--- src/hdl/cfawc_pkg.sv ---
// Shared constants, register indexes and the back-end state type for the
// ceiling-from-average block. No dependencies.
package cfawc_pkg;

  localparam int MAX_GROUP_DEF     = 32;
  localparam int TABLE_ENTRIES_DEF = 4;

  localparam int DATA_W      = 32;  // reading, sum, key and speed width
  localparam int CFG_IDX_W   = 3;
  localparam int CFG_DATA_W  = 64;
  localparam int ENTRY_CNT_W = 3;

  // divider retires this many quotient bits per cycle
  localparam int DIV_STEP   = 4;
  localparam int DIV_CYCLES = DATA_W / DIV_STEP;
  localparam int DIV_CNT_W  = $clog2(DIV_CYCLES);

  localparam logic [CFG_IDX_W-1:0] REG_ENTRY_COUNT = 3'd0;
  localparam logic [CFG_IDX_W-1:0] REG_TABLE_0     = 3'd1;
  localparam logic [CFG_IDX_W-1:0] REG_INIT_CEIL   = 3'd5;

  typedef enum logic [2:0] {
    ST_IDLE,
    ST_DIV,
    ST_SIGN,
    ST_CMP,
    ST_WALK,
    ST_DONE
  } back_state_t;

endpackage

--- src/hdl/ceiling_from_average_with_crossing.sv ---
// Input words are taken one per cycle whenever the two-group queue between
// the accumulator and the evaluator has room; only the last word of a group
// produces a result. A group is evaluated by the 4-bit-per-cycle divider and
// then the one-entry-per-cycle table walk over up to TABLE_ENTRIES entries;
// a group with no present reading skips the divider and the walk. The
// result register decouples the output so evaluation of the next group may
// start while a result waits. The user must write config only while the
// block is idle; the block does not enforce this. A write of initial_ceiling
// also loads the current ceiling.
// Top level: instantiates cfawc_front, cfawc_fifo and cfawc_back.
module ceiling_from_average_with_crossing #(
  parameter int MAX_GROUP     = cfawc_pkg::MAX_GROUP_DEF,
  parameter int TABLE_ENTRIES = cfawc_pkg::TABLE_ENTRIES_DEF
) (
  input  logic                                 clk,
  input  logic                                 rst_n,
  input  logic                                 cfg_we,
  input  logic [cfawc_pkg::CFG_IDX_W-1:0]      cfg_index,
  input  logic [cfawc_pkg::CFG_DATA_W-1:0]     cfg_data,
  input  logic                                 in_valid,
  output logic                                 in_ready,
  input  logic signed [cfawc_pkg::DATA_W-1:0]  in_sample_value,
  input  logic                                 in_sample_present,
  input  logic                                 in_last_in_group,
  output logic                                 out_valid,
  input  logic                                 out_ready,
  output logic [cfawc_pkg::DATA_W-1:0]         out_ceiling_speed,
  output logic                                 out_average_valid
);

  localparam int CW = $clog2(MAX_GROUP + 1);
  localparam int QW = cfawc_pkg::DATA_W + CW;

  logic                          q_push;
  logic                          q_pop;
  logic                          q_full;
  logic                          q_empty;
  logic [cfawc_pkg::DATA_W-1:0]  push_sum;
  logic [CW-1:0]                 push_count;
  logic [QW-1:0]                 pop_word;

  cfawc_front #(
    .MAX_GROUP (MAX_GROUP)
  ) u_front (
    .clk               (clk),
    .rst_n             (rst_n),
    .in_valid          (in_valid),
    .in_ready          (in_ready),
    .in_sample_value   (in_sample_value),
    .in_sample_present (in_sample_present),
    .in_last_in_group  (in_last_in_group),
    .q_full            (q_full),
    .q_push            (q_push),
    .q_sum             (push_sum),
    .q_count           (push_count)
  );

  cfawc_fifo #(
    .DW (QW)
  ) u_fifo (
    .clk       (clk),
    .rst_n     (rst_n),
    .push      (q_push),
    .push_data ({push_sum, push_count}),
    .pop       (q_pop),
    .pop_data  (pop_word),
    .full      (q_full),
    .empty     (q_empty)
  );

  cfawc_back #(
    .MAX_GROUP     (MAX_GROUP),
    .TABLE_ENTRIES (TABLE_ENTRIES)
  ) u_back (
    .clk               (clk),
    .rst_n             (rst_n),
    .cfg_we            (cfg_we),
    .cfg_index         (cfg_index),
    .cfg_data          (cfg_data),
    .grp_valid         (!q_empty),
    .grp_sum           (pop_word[QW-1:CW]),
    .grp_count         (pop_word[CW-1:0]),
    .grp_pop           (q_pop),
    .out_valid         (out_valid),
    .out_ready         (out_ready),
    .out_ceiling_speed (out_ceiling_speed),
    .out_average_valid (out_average_valid)
  );

endmodule

--- src/hdl/cfawc_front.sv ---
// Front end: accepts input words, sums and counts present readings and
// hands a (sum, count) pair per group to the queue. Uses cfawc_pkg.
module cfawc_front #(
  parameter int MAX_GROUP = cfawc_pkg::MAX_GROUP_DEF,
  localparam int CW = $clog2(MAX_GROUP + 1)
) (
  input  logic                           clk,
  input  logic                           rst_n,
  input  logic                           in_valid,
  output logic                           in_ready,
  input  logic signed [cfawc_pkg::DATA_W-1:0] in_sample_value,
  input  logic                           in_sample_present,
  input  logic                           in_last_in_group,
  input  logic                           q_full,
  output logic                           q_push,
  output logic [cfawc_pkg::DATA_W-1:0]   q_sum,
  output logic [CW-1:0]                  q_count
);

  logic [cfawc_pkg::DATA_W-1:0] sum_r, sum_nxt;
  logic [CW-1:0]                cnt_r, cnt_nxt;
  logic                         take;
  logic                         accept;

  assign in_ready = !q_full;
  assign accept   = in_valid && in_ready;
  // readings past the group limit are dropped
  assign take     = in_sample_present && (cnt_r < CW'(MAX_GROUP));

  always_comb begin
    sum_nxt = take ? (sum_r + in_sample_value) : sum_r;
    cnt_nxt = take ? (cnt_r + CW'(1)) : cnt_r;
  end

  assign q_push  = accept && in_last_in_group;
  assign q_sum   = sum_nxt;
  assign q_count = cnt_nxt;

  always_ff @(posedge clk) begin
    if (!rst_n) begin
      sum_r <= '0;
      cnt_r <= '0;
    end else if (accept) begin
      if (in_last_in_group) begin
        sum_r <= '0;
        cnt_r <= '0;
      end else begin
        sum_r <= sum_nxt;
        cnt_r <= cnt_nxt;
      end
    end
  end

endmodule

--- src/hdl/cfawc_fifo.sv ---
// Two-entry queue of finished groups between front and back end.
// No package dependencies.
module cfawc_fifo #(
  parameter int DW = 38
) (
  input  logic          clk,
  input  logic          rst_n,
  input  logic          push,
  input  logic [DW-1:0] push_data,
  input  logic          pop,
  output logic [DW-1:0] pop_data,
  output logic          full,
  output logic          empty
);

  logic [DW-1:0] mem_r [0:1];
  logic          wr_ptr_r;
  logic          rd_ptr_r;
  logic [1:0]    cnt_r;
  logic          do_push;
  logic          do_pop;

  assign full     = (cnt_r == 2'd2);
  assign empty    = (cnt_r == 2'd0);
  assign do_push  = push && !full;
  assign do_pop   = pop && !empty;
  assign pop_data = mem_r[rd_ptr_r];

  always_ff @(posedge clk) begin
    if (do_push) begin
      mem_r[wr_ptr_r] <= push_data;
    end
  end

  always_ff @(posedge clk) begin
    if (!rst_n) begin
      wr_ptr_r <= 1'b0;
      rd_ptr_r <= 1'b0;
      cnt_r    <= 2'd0;
    end else begin
      if (do_push) begin
        wr_ptr_r <= !wr_ptr_r;
      end
      if (do_pop) begin
        rd_ptr_r <= !rd_ptr_r;
      end
      case ({do_push, do_pop})
        2'b10:   cnt_r <= cnt_r + 2'd1;
        2'b01:   cnt_r <= cnt_r - 2'd1;
        default: cnt_r <= cnt_r;
      endcase
    end
  end

endmodule

--- src/hdl/cfawc_back.sv ---
// Back end: divides each group's sum by its count, walks the key/speed
// table and drives the result register. Holds the config registers.
// Uses cfawc_pkg.
module cfawc_back #(
  parameter int MAX_GROUP     = cfawc_pkg::MAX_GROUP_DEF,
  parameter int TABLE_ENTRIES = cfawc_pkg::TABLE_ENTRIES_DEF,
  localparam int CW = $clog2(MAX_GROUP + 1),
  localparam int IW = (TABLE_ENTRIES > 1) ? $clog2(TABLE_ENTRIES) : 1
) (
  input  logic                                clk,
  input  logic                                rst_n,
  input  logic                                cfg_we,
  input  logic [cfawc_pkg::CFG_IDX_W-1:0]     cfg_index,
  input  logic [cfawc_pkg::CFG_DATA_W-1:0]    cfg_data,
  input  logic                                grp_valid,
  input  logic [cfawc_pkg::DATA_W-1:0]        grp_sum,
  input  logic [CW-1:0]                       grp_count,
  output logic                                grp_pop,
  output logic                                out_valid,
  input  logic                                out_ready,
  output logic [cfawc_pkg::DATA_W-1:0]        out_ceiling_speed,
  output logic                                out_average_valid
);

  localparam int DW  = cfawc_pkg::DATA_W;
  localparam int ECW = cfawc_pkg::ENTRY_CNT_W;

  cfawc_pkg::back_state_t state_r, state_nxt;

  logic [cfawc_pkg::CFG_DATA_W-1:0] table_r [0:TABLE_ENTRIES-1];
  logic [ECW-1:0]                   entry_count_r;
  logic [DW-1:0]                    cur_ceil_r;
  logic signed [DW-1:0]             prev_key_r;
  logic signed [DW-1:0]             old_key_r;
  logic signed [DW-1:0]             avg_r;

  logic [CW-1:0]                    rem_r, rem_nxt;
  logic [DW-1:0]                    dq_r, dq_nxt;
  logic [CW-1:0]                    divisor_r;
  logic                             neg_r;
  logic [cfawc_pkg::DIV_CNT_W-1:0]  div_cnt_r;
  logic                             avg_valid_r;

  logic [IW-1:0]                    walk_idx_r;
  logic                             walk_down_r;

  logic                             out_valid_r;
  logic [DW-1:0]                    out_speed_r;
  logic                             out_avg_valid_r;

  logic [ECW-1:0]                   n_use;
  logic signed [DW-1:0]             key_cur;
  logic [DW-1:0]                    spd_cur;
  logic                             at_top;
  logic                             at_bot;
  logic                             walk_hit;
  logic                             walk_upd;
  logic                             walk_done;
  logic                             div_last;
  logic                             out_free;
  logic                             out_load;
  logic                             skip_walk;

  assign n_use = (entry_count_r > ECW'(TABLE_ENTRIES)) ? ECW'(TABLE_ENTRIES) : entry_count_r;

  // restoring division, DIV_STEP quotient bits per cycle
  always_comb begin
    logic [CW:0] t;
    rem_nxt = rem_r;
    dq_nxt  = dq_r;
    for (int k = 0; k < cfawc_pkg::DIV_STEP; k++) begin
      t = {rem_nxt, dq_nxt[DW-1]};
      if (t >= {1'b0, divisor_r}) begin
        rem_nxt = CW'(t - {1'b0, divisor_r});
        dq_nxt  = {dq_nxt[DW-2:0], 1'b1};
      end else begin
        rem_nxt = CW'(t);
        dq_nxt  = {dq_nxt[DW-2:0], 1'b0};
      end
    end
  end

  assign div_last = (div_cnt_r == cfawc_pkg::DIV_CNT_W'(cfawc_pkg::DIV_CYCLES - 1));

  // one table entry per cycle; a boundary entry ends the walk at once
  assign key_cur = $signed(table_r[walk_idx_r][63:32]);
  assign spd_cur = table_r[walk_idx_r][DW-1:0];
  assign at_top  = (ECW'(walk_idx_r) == (n_use - ECW'(1)));
  assign at_bot  = (walk_idx_r == '0);
  assign walk_hit = (at_top && (avg_r >= key_cur)) || (at_bot && (avg_r <= key_cur));

  always_comb begin
    if (walk_down_r) begin
      walk_upd  = (avg_r < key_cur) && (key_cur <= old_key_r);
      walk_done = walk_hit || at_bot;
    end else begin
      walk_upd  = (avg_r > key_cur) && (key_cur >= old_key_r);
      walk_done = walk_hit || at_top;
    end
  end

  assign skip_walk = (n_use == '0) || (avg_r == prev_key_r);
  assign out_free  = !out_valid_r || out_ready;

  // next state
  always_comb begin
    state_nxt = state_r;
    case (state_r)
      cfawc_pkg::ST_IDLE: begin
        if (grp_valid) begin
          state_nxt = (grp_count == '0) ? cfawc_pkg::ST_DONE : cfawc_pkg::ST_DIV;
        end
      end
      cfawc_pkg::ST_DIV: begin
        if (div_last) begin
          state_nxt = cfawc_pkg::ST_SIGN;
        end
      end
      cfawc_pkg::ST_SIGN: state_nxt = cfawc_pkg::ST_CMP;
      cfawc_pkg::ST_CMP: begin
        state_nxt = skip_walk ? cfawc_pkg::ST_DONE : cfawc_pkg::ST_WALK;
      end
      cfawc_pkg::ST_WALK: begin
        if (walk_done) begin
          state_nxt = cfawc_pkg::ST_DONE;
        end
      end
      cfawc_pkg::ST_DONE: begin
        if (out_free) begin
          state_nxt = cfawc_pkg::ST_IDLE;
        end
      end
      default: state_nxt = cfawc_pkg::ST_IDLE;
    endcase
  end

  // state outputs
  always_comb begin
    grp_pop  = 1'b0;
    out_load = 1'b0;
    case (state_r)
      cfawc_pkg::ST_IDLE: grp_pop  = grp_valid;
      cfawc_pkg::ST_DONE: out_load = out_free;
      default: begin
        grp_pop  = 1'b0;
        out_load = 1'b0;
      end
    endcase
  end

  // control and config state
  always_ff @(posedge clk) begin
    if (!rst_n) begin
      state_r       <= cfawc_pkg::ST_IDLE;
      entry_count_r <= '0;
      cur_ceil_r    <= '1;
      prev_key_r    <= '0;
      out_valid_r   <= 1'b0;
      for (int j = 0; j < TABLE_ENTRIES; j++) begin
        table_r[j] <= '0;
      end
    end else begin
      state_r <= state_nxt;

      if (cfg_we) begin
        if (cfg_index == cfawc_pkg::REG_ENTRY_COUNT) begin
          entry_count_r <= cfg_data[ECW-1:0];
        end
        if (cfg_index == cfawc_pkg::REG_INIT_CEIL) begin
          cur_ceil_r <= cfg_data[DW-1:0];
        end
        for (int j = 0; j < TABLE_ENTRIES; j++) begin
          if (cfg_index == (cfawc_pkg::REG_TABLE_0 + cfawc_pkg::CFG_IDX_W'(j))) begin
            table_r[j] <= cfg_data;
          end
        end
      end

      if (state_r == cfawc_pkg::ST_CMP) begin
        prev_key_r <= avg_r;
      end
      if ((state_r == cfawc_pkg::ST_WALK) && (walk_hit || walk_upd)) begin
        cur_ceil_r <= spd_cur;
      end

      if (out_load) begin
        out_valid_r <= 1'b1;
      end else if (out_ready) begin
        out_valid_r <= 1'b0;
      end
    end
  end

  // datapath
  always_ff @(posedge clk) begin
    case (state_r)
      cfawc_pkg::ST_IDLE: begin
        divisor_r   <= grp_count;
        neg_r       <= grp_sum[DW-1];
        dq_r        <= grp_sum[DW-1] ? (~grp_sum + DW'(1)) : grp_sum;
        rem_r       <= '0;
        div_cnt_r   <= '0;
        avg_valid_r <= (grp_count != '0);
      end
      cfawc_pkg::ST_DIV: begin
        rem_r     <= rem_nxt;
        dq_r      <= dq_nxt;
        div_cnt_r <= div_cnt_r + cfawc_pkg::DIV_CNT_W'(1);
      end
      cfawc_pkg::ST_SIGN: begin
        avg_r <= neg_r ? $signed(~dq_r + DW'(1)) : $signed(dq_r);
      end
      cfawc_pkg::ST_CMP: begin
        old_key_r   <= prev_key_r;
        walk_down_r <= (avg_r < prev_key_r);
        walk_idx_r  <= (avg_r < prev_key_r) ? IW'(n_use - ECW'(1)) : '0;
      end
      cfawc_pkg::ST_WALK: begin
        walk_idx_r <= walk_down_r ? (walk_idx_r - IW'(1)) : (walk_idx_r + IW'(1));
      end
      default: begin
        if (out_load) begin
          out_speed_r     <= cur_ceil_r;
          out_avg_valid_r <= avg_valid_r;
        end
      end
    endcase
  end

  assign out_valid         = out_valid_r;
  assign out_ceiling_speed = out_speed_r;
  assign out_average_valid = out_avg_valid_r;

endmodule

--- config.mk ---
export PLATFORM = sky130hd
export DESIGN_NAME = ceiling_from_average_with_crossing
export DESIGN_NICKNAME = d
export VERILOG_FILES = /design/src/hdl/cfawc_pkg.sv /design/src/hdl/ceiling_from_average_with_crossing.sv /design/src/hdl/cfawc_front.sv /design/src/hdl/cfawc_fifo.sv /design/src/hdl/cfawc_back.sv
export SDC_FILE = /design/constraint.sdc
export NUM_CORES = 1
export LEC_CHECK = 0
export BUFFER_PORTS_ARGS = -buffer_cell sky130_fd_sc_hd__buf_4
export CAP_MARGIN = 10
export CORE_ASPECT_RATIO = 1.4
export CORE_MARGIN = 2
export CORE_UTILIZATION = 40
export DETAILED_ROUTE_END_ITERATION = 8
export HOLD_SLACK_MARGIN = 0.02
export PLACE_DENSITY = 0.58
export SLEW_MARGIN = 20
export SYNTH_ARGS = -nofsm -noshare
export SYNTH_HDL_FRONTEND = slang
export SYNTH_HIERARCHICAL = 1
export SYNTH_SLANG_ARGS = --single-unit
--- constraint.sdc ---
create_clock -name clk -period 9.2 [get_ports clk]
set_input_delay 0.92 -clock clk [delete_from_list [all_inputs] [get_ports clk]]
set_output_delay 0.92 -clock clk [all_outputs]
set_load 0.01 [all_outputs]
### After elaboration in Yosys (flattened, before gate mapping)

Memory sizes are Yosys's and may differ from the RTL's. A register that Yosys moved wholly into a read port is not among the register bits.
Index checks and enable logic that the tools add are counted.

* bits in registers: 262
* RAM bits: 332
* bits of input ports: 106
* output and inout bits: 35
* logic and storage cells: 181
* memories kept: 2

Memories
* u_back.table_r: depth 4, width 64, read ports 1, clocked after Yosys merged registers in 1, write ports 4, RTL line cfawc_back.sv:30 `logic [cfawc_pkg::CFG_DATA_W-1:0] table_r [0:TABLE_ENTRIES-1];`
* u_fifo.mem_r: depth 2, width 38, read ports 1, clocked after Yosys merged registers in 1, write ports 1, RTL line cfawc_fifo.sv:16 `logic [DW-1:0] mem_r [0:1];`

* add/sub/neg operators: 14
* $lt $le $gt $ge: 13
* equal/unequal tests: 20
* muxes and demuxes: 64
* bitwise logic cells: 7
* reduce and logical (&&, ||, !) cells: 39

Operators by type and width (number)
* 2-to-1 mux 64 bit: 4
* 2-to-1 mux 32 bit: 7
* adder 32 x 1 -> 32 bit, second input constant: 2
* >= comparator 32 bit: 2
* <= comparator 32 bit: 2
* less-than comparator 32 bit: 2
* inverter 32 bit: 2
* one-hot mux 32 bit (2 select lines): 1
* 2-to-1 mux 6 bit: 6
* adder 32 bit: 1
* equality test 32 bit: 1
* > comparator 32 bit: 1
* 2-to-1 mux 1 bit: 32
* >= comparator 7 x 6 -> 1 bit: 4
* subtractor 6 bit: 4
* 2-to-1 mux 3 bit: 6
* one-hot mux 3 bit (6 select lines): 1
* equality test 3 bit, second input constant: 5
* equality test 3 x 2 -> 1 bit, second input constant: 4
* one-hot mux 6 bit (2 select lines): 1
* nonzero test 2 bit: 6
* logical AND 1 bit: 10
* logical NOT 3 bit: 3
* one-hot mux 2 bit (2 select lines): 2
* 25 further kinds: 48

### Depth between registers and ports, before layout

* depth in word-level cells: 10
* mapped depth: 34
* mapped depth without buffers: 34

### By module

Netlist, hierarchy kept.

By module, submodules not included
* cfawc_back: instances 1, cells an instance 1945, area an instance 24225.7 µm², sequential area each 13623.1 µm²
* cfawc_front: instances 1, cells an instance 480, area an instance 3584.7 µm², sequential area each 760.7 µm²
* cfawc_fifo: instances 1, cells an instance 144, area an instance 2966.6 µm², sequential area each 2382.3 µm²
* ceiling_from_average_with_crossing: instances 1, cells an instance 1, area an instance 3.8 µm², sequential area each 0.0 µm²

### Worst setup path before layout

No wires, ideal clock.

* kind: flip-flop to flip-flop
* start point: reg u_back.divisor_r[1]
* end point: reg u_back.rem_r[3] (data pin)
* arrival: 7.312 ns
* data required time: 8.938 ns
* slack: 1.626 ns
* stages on the path, launching flop included: 33
* path through: edfxtp_1 -> inv_1 -> ha_1 -> nor2b_1 -> o31a_1 -> o221ai_1 -> o211a_2 -> mux2_2 -> ha_1 -> a21oi_1 -> o21ai_0 -> a221oi_4 -> nor2_1 -> a21oi_1 -> inv_1 -> ha_1 -> nor2b_1 -> o21ai_1 -> a21boi_1 -> o21ai_0 -> a31oi_1 -> a2111oi_4 -> mux2i_1 -> ha_1 -> nor2b_1 -> o21ai_0 -> a21oi_1 -> o21ai_0 -> nand2b_1 -> and2_1 -> or3_1 -> nor2_1 -> o41ai_1

* longest elaborated chain between the ends: 9
* elaborated cells on any way between the ends: 13
* classes of those cells: add/sub (4); order compare (4); mux (5)

RTL lines
* start: declaration: RTL line cfawc_back.sv:39 `logic [CW-1:0] divisor_r;`
* start signal: assignment: RTL line cfawc_back.sv:198 `divisor_r <= grp_count;`
* subtractor 6 bit / >= comparator 7 x 6 -> 1 bit (equally long branches): RTL line cfawc_back.sv:74, cfawc_back.sv:73
* 2-to-1 mux 6 bit: RTL line cfawc_back.sv:73 `if (t >= {1'b0, divisor_r}) begin`
* subtractor 6 bit / >= comparator 7 x 6 -> 1 bit (equally long branches): RTL line cfawc_back.sv:74, cfawc_back.sv:73
* 2-to-1 mux 6 bit: RTL line cfawc_back.sv:73
* >= comparator 7 x 6 -> 1 bit / subtractor 6 bit (equally long branches): RTL line cfawc_back.sv:73, cfawc_back.sv:74
* 2-to-1 mux 6 bit: RTL line cfawc_back.sv:73
* subtractor 6 bit / >= comparator 7 x 6 -> 1 bit (equally long branches): RTL line cfawc_back.sv:74, cfawc_back.sv:73
* 2-to-1 mux 6 bit *: RTL line cfawc_back.sv:73
* one-hot mux 6 bit (2 select lines) *: RTL line cfawc_back.sv:196 `case (state_r)`
* end signal: assignment: RTL line cfawc_back.sv:206 `rem_r <= rem_nxt;`
* end: declaration: RTL line cfawc_back.sv:37 `logic [CW-1:0] rem_r, rem_nxt;`

Every way passes the cells marked *; elsewhere a longest branch is shown, timed or not.
A chain may end at the register's enable or synchronous reset.

### Worst setup path after layout

* start point: reg u_back.divisor_r[1]
* end point: reg u_back.rem_r[5] (data pin)

* longest elaborated chain between the ends: 9
* elaborated cells on any way between the ends: 13
* classes of those cells: add/sub (4); order compare (4); mux (5)

RTL lines (RTL line)
* subtractor 6 bit / >= comparator 7 x 6 -> 1 bit (equally long branches): cfawc_back.sv:74, cfawc_back.sv:73
* 2-to-1 mux 6 bit: cfawc_back.sv:73
* subtractor 6 bit / >= comparator 7 x 6 -> 1 bit (equally long branches): cfawc_back.sv:74, cfawc_back.sv:73
* 2-to-1 mux 6 bit: cfawc_back.sv:73
* subtractor 6 bit / >= comparator 7 x 6 -> 1 bit (equally long branches): cfawc_back.sv:74, cfawc_back.sv:73
* 2-to-1 mux 6 bit: cfawc_back.sv:73
* subtractor 6 bit / >= comparator 7 x 6 -> 1 bit (equally long branches): cfawc_back.sv:74, cfawc_back.sv:73
* 2-to-1 mux 6 bit *: cfawc_back.sv:73
* one-hot mux 6 bit (2 select lines) *: cfawc_back.sv:196

Marks and branches as above.

==> impl_metrics.csv <==
group,metric,value,unit
status,status,"finished clean",
synth,ys_seq_elements,597,
final_layout,antenna_cells,0,
synth,yosysTopAreaCell,"edfxtp_1",
clocking,cts_setup_buffers,0,
routing,firstDrtPassIters,5,
grt,grt_pass1_wl,116,mm
pwr,swShare,37.6,%
routing,wire_per_inst,20.0,µm
synth,synthXorXnorAreaFrac,2.96,%
setup_path,slowest_stage,"edfxtp_1",
setup_path,cp-start-kind,"flop",
timing,finalHoldViolations,0,
pwr,power_density,307,nW/µm²
synth,async_flop_share,0,%
clocking,cts.path.max_buffers,3,
grt,overflow,0,
synth,ys_warn_count,6,
setup_path,cp-endpoint,"u_back/rem_r[5]",
routing,vias_per_cell,5.42,
final_layout,drive_gt1_share,15.9,%
pwr,p_switching,4.02,mW
grt,grt_max_degree,70,
routing,drc,0,
clocking,clk_latency,0.63,ns
timing,fmax,119,MHz
synth,ys.flop_type,"edfxtp_1",
final_layout,final_area,34900,µm²
synth,yosysTopAreaCellShare,46.9,%
synth,synth-compound-area-share,11.0,%
routing,ant_nets,0,
pwr,report.power.total,10.7,mW
synth,synthSimpleGateAreaFrac,13.5,%
setup_path,startpoint,"u_back/divisor_r[1]",
setup_path,crit_type,"flop to flop",
setup_path,endpoint_kind,"flop",
pwr,peakVddDrop,432,µV
floorplanning,io-pin-count,141,
synth,synthMuxAreaShare,7.91,%
floorplanning,core,76400,µm²
synth,synth_enable_flop_cells,481,
clocking,htree_levels,2,
synth,syn_inst,2570,
pwr,p_int,6.68,mW
setup_path,rrSetupSlack,0.82,ns
timing,fin_setup_tns,0,ns
setup_path,cp.required,9.53,ns
setup_path,r2r-end,"u_back/rem_r[5]",
timing,slew_viol_final,0,
synth,netlist_area,30800,µm²
setup_path,crit_fanout,6,
timing,rsz0062_at_grt,"no",
timing,tightest_slew,1.12,ns
synth,avgSynthCellArea,12.0,µm²
final_layout,areaGrowthSynthToFinish,13.3,%
timing,setup_viol_count_final,0,
synth,yosysSeqAreaShare,54.5,%
floorplanning,die_w,238,µm
placed_design,dp_hpwl,50.2,mm
synth,syn-num-nets,2840,
synth,synth_common_cells,"481 x edfxtp_1, 268 x and2_1, 233 x nand2_1, 159 x ha_1, 149 x inv_1",
floorplanning,die-area,79200,µm²
grt,grt_antenna_before_repair,1,
placed_design,numPortBuffers,140,
pwr,leakage,13.1,nW
timing,fin_crit_sh,91.1,%
pwr,clkPwrFrac,22.2,%
synth,synth_most_common_cell,"edfxtp_1",
clocking,cts.sinks,597,
clocking,cts.clk_slew.worst_paths,0.07,ns
clocking,cts_buffers,58,
synth,synth_top_family_by_area,"simple AND/OR/NAND/NOR gates",
synth,synthAdderAreaFrac,6.79,%
final_layout,fill_cells,6925,
routing,drt-initial-drc-count,1142,
clocking,cts_root_buf,"clkbuf_16",
pwr,power_frac_comb,44.5,%
synth,synth_cell_types,89,
job,maxCapViolCount,0,
clocking,cts_tree,"yes",
grt,grt_pass1_vias,20800,
routing,wl,74.4,mm
synth,yosys-top-cells-area,"edfxtp_1 47%, dfxtp_1 7.5%, ha_1 6.5%",
setup_path,cpPeakStageDelay,0.52,ns
timing,finClkSkew,0.0218,ns
final_layout,fin_nets,2957,
placed_design,placed_area,33000,µm²
setup_path,rr_worst_depth,33,
setup_path,rr_startpoint,"u_back/divisor_r[1]",
pwr,pwr-share-seq,33.4,%
min_path,hold_class,"flop to flop",
routing,vias,20100,
grt,track_usage,18.7,%
setup_path,arrival,8.71,ns
timing,slew_headroom,25.6,%
timing,min_period,8.38,ns
floorplanning,start_util,40.3,%
floorplanning,fp-row-count,120,
placed_design,gp_congestion,0.829,
floorplanning,die_h,332,µm
[per-layer routing]
layer / vias up / global-route usage [%] / share of wire, %
met5: - / 0 / 0.011
met4: 2 / 7.27 / 3.9
met3: 123 / 2.34 / 3.5
met2: 409 / 34.9 / 52
met1: 9904 / 21.6 / 40
li1: 9674 / - / -
[repair_timing]
action,4_1_cts,5_1_grt
endpoints found under the setup margin,0,6
gates resized for setup,0,2
hold buffers,0,0
[cells by family after synthesis]
family,Yosys count
buffers and inverters,271
XOR/XNOR,104
adder cells (fa/ha/maj),164
AO/OA/AOI/OAI,498
AND/OR/NAND/NOR,779
multiplexers,157
flip-flops,597
[metrics by stage]
stage | hold slack, ns | setup WS [ns] | instances | util, %
2_1_floorplan | 0.400 | 1.63 | 2570 | -
3_3_place_gp | 0.414 | 0.575 | 3602 | 43.1
3_5_place_dp | 0.416 | 0.519 | 3603 | 43.1
4_1_cts | 0.432 | 0.497 | 3710 | 45.6
5_1_grt | 0.448 | 0.154 | 3710 | 45.6
6_report | 0.426 | 0.818 | 3710 | 45.6
[worst min-delay path by stage]
stage	slack, ns	cells after the start	startpoint	to
final	0.43	0	u_back/avg_valid_r	u_back/out_average_valid
after global placement	0.41	0	u_back/cur_ceil_r[12]	u_back/out_ceiling_speed[12]
after floorplan	0.40	0	u_back/avg_valid_r	u_back/out_average_valid
after CTS	0.43	0	u_back/cur_ceil_r[5]	u_back/out_ceiling_speed[5]
after global routing	0.45	0	u_back/avg_valid_r	u_back/out_average_valid
after detailed placement	0.42	0	u_back/avg_valid_r	u_back/out_average_valid
[power by group through the flow]
stage          logic [mW]  registers, mW  clock network (mW)
2_1_floorplan        3.52           3.51                   0
3_3_place_gp         4.64           3.62                   0
3_5_place_dp         4.73           3.63                   0
4_1_cts              4.76           3.58                2.44
5_1_grt              5.23           3.61                2.54
6_report             4.75           3.57                2.37
[flip-flops by register name, summed over array words and instances (netlist names), 2 cells and up, named ones only]
name / flops
u_back/cur_ceil_r: 32
u_back/dq_r: 32
u_back/divisor_r: 6
u_front/sum_r: 32
u_front/cnt_r: 6
u_back/walk_idx_r: 2
u_back/table_r: 256
u_back/rem_r: 6
u_back/state_r: 3
u_back/avg_r: 32
u_back/out_ceiling_speed: 32
u_back/entry_count_r: 3
u_fifo/cnt_r: 2
u_back/div_cnt_r: 3
u_back/prev_key_r: 32
u_back/old_key_r: 32
u_fifo/mem_r: 76
[area by class of cell]
| class | instances | area [µm²] | share of cell area [%] |
|---|---|---|---|
| flip-flops and latches | 597 | 16800 | 48.1 |
| multi-input cells | 1702 | 13100 | 37.5 |
| clock buffers | 81 | 1640 | 4.70 |
| repair buffers | 175 | 1330 | 3.80 |
| well taps | 976 | 1220 | 3.50 |
| inverters | 153 | 574 | 1.65 |
| clock inverters | 26 | 254 | 0.728 |
[critical path: cells and delay by family, from the launching register on]
family / cells / cell delay [ns]
flip-flops: 1 / 0.52
buffers and inverters: 2 / 0.20
multiplexers: 2 / 0.71
AND/OR/NAND/NOR: 8 / 1.50
AO/OA/AOI/OAI: 17 / 3.89
adder cells (fa/ha/maj): 4 / 1.26
[cells in the final DEF (no fill, tap or decap), types with 16 or more instances in the layout]
master	n
a21o_1	34
nor3_1	26
xnor2_1	67
o31ai_1	20
o21ai_0	99
mux4_2	64
and3_1	16
o211ai_1	66
xor2_1	37
inv_1	149
nand2b_1	16
a21oi_1	83
nand3_1	23
nand4_1	31
buf_4	174
edfxtp_1	481
dfxtp_1	114
ha_1	159
mux2_2	50
a21boi_0	34
o21ai_1	31
nor2_1	72
mux2i_1	43
nor2b_1	25
clkbuf_16	59
nand2_1	233
and2_1	268
a22oi_1	24
Power figures use the tool's default switching activity.
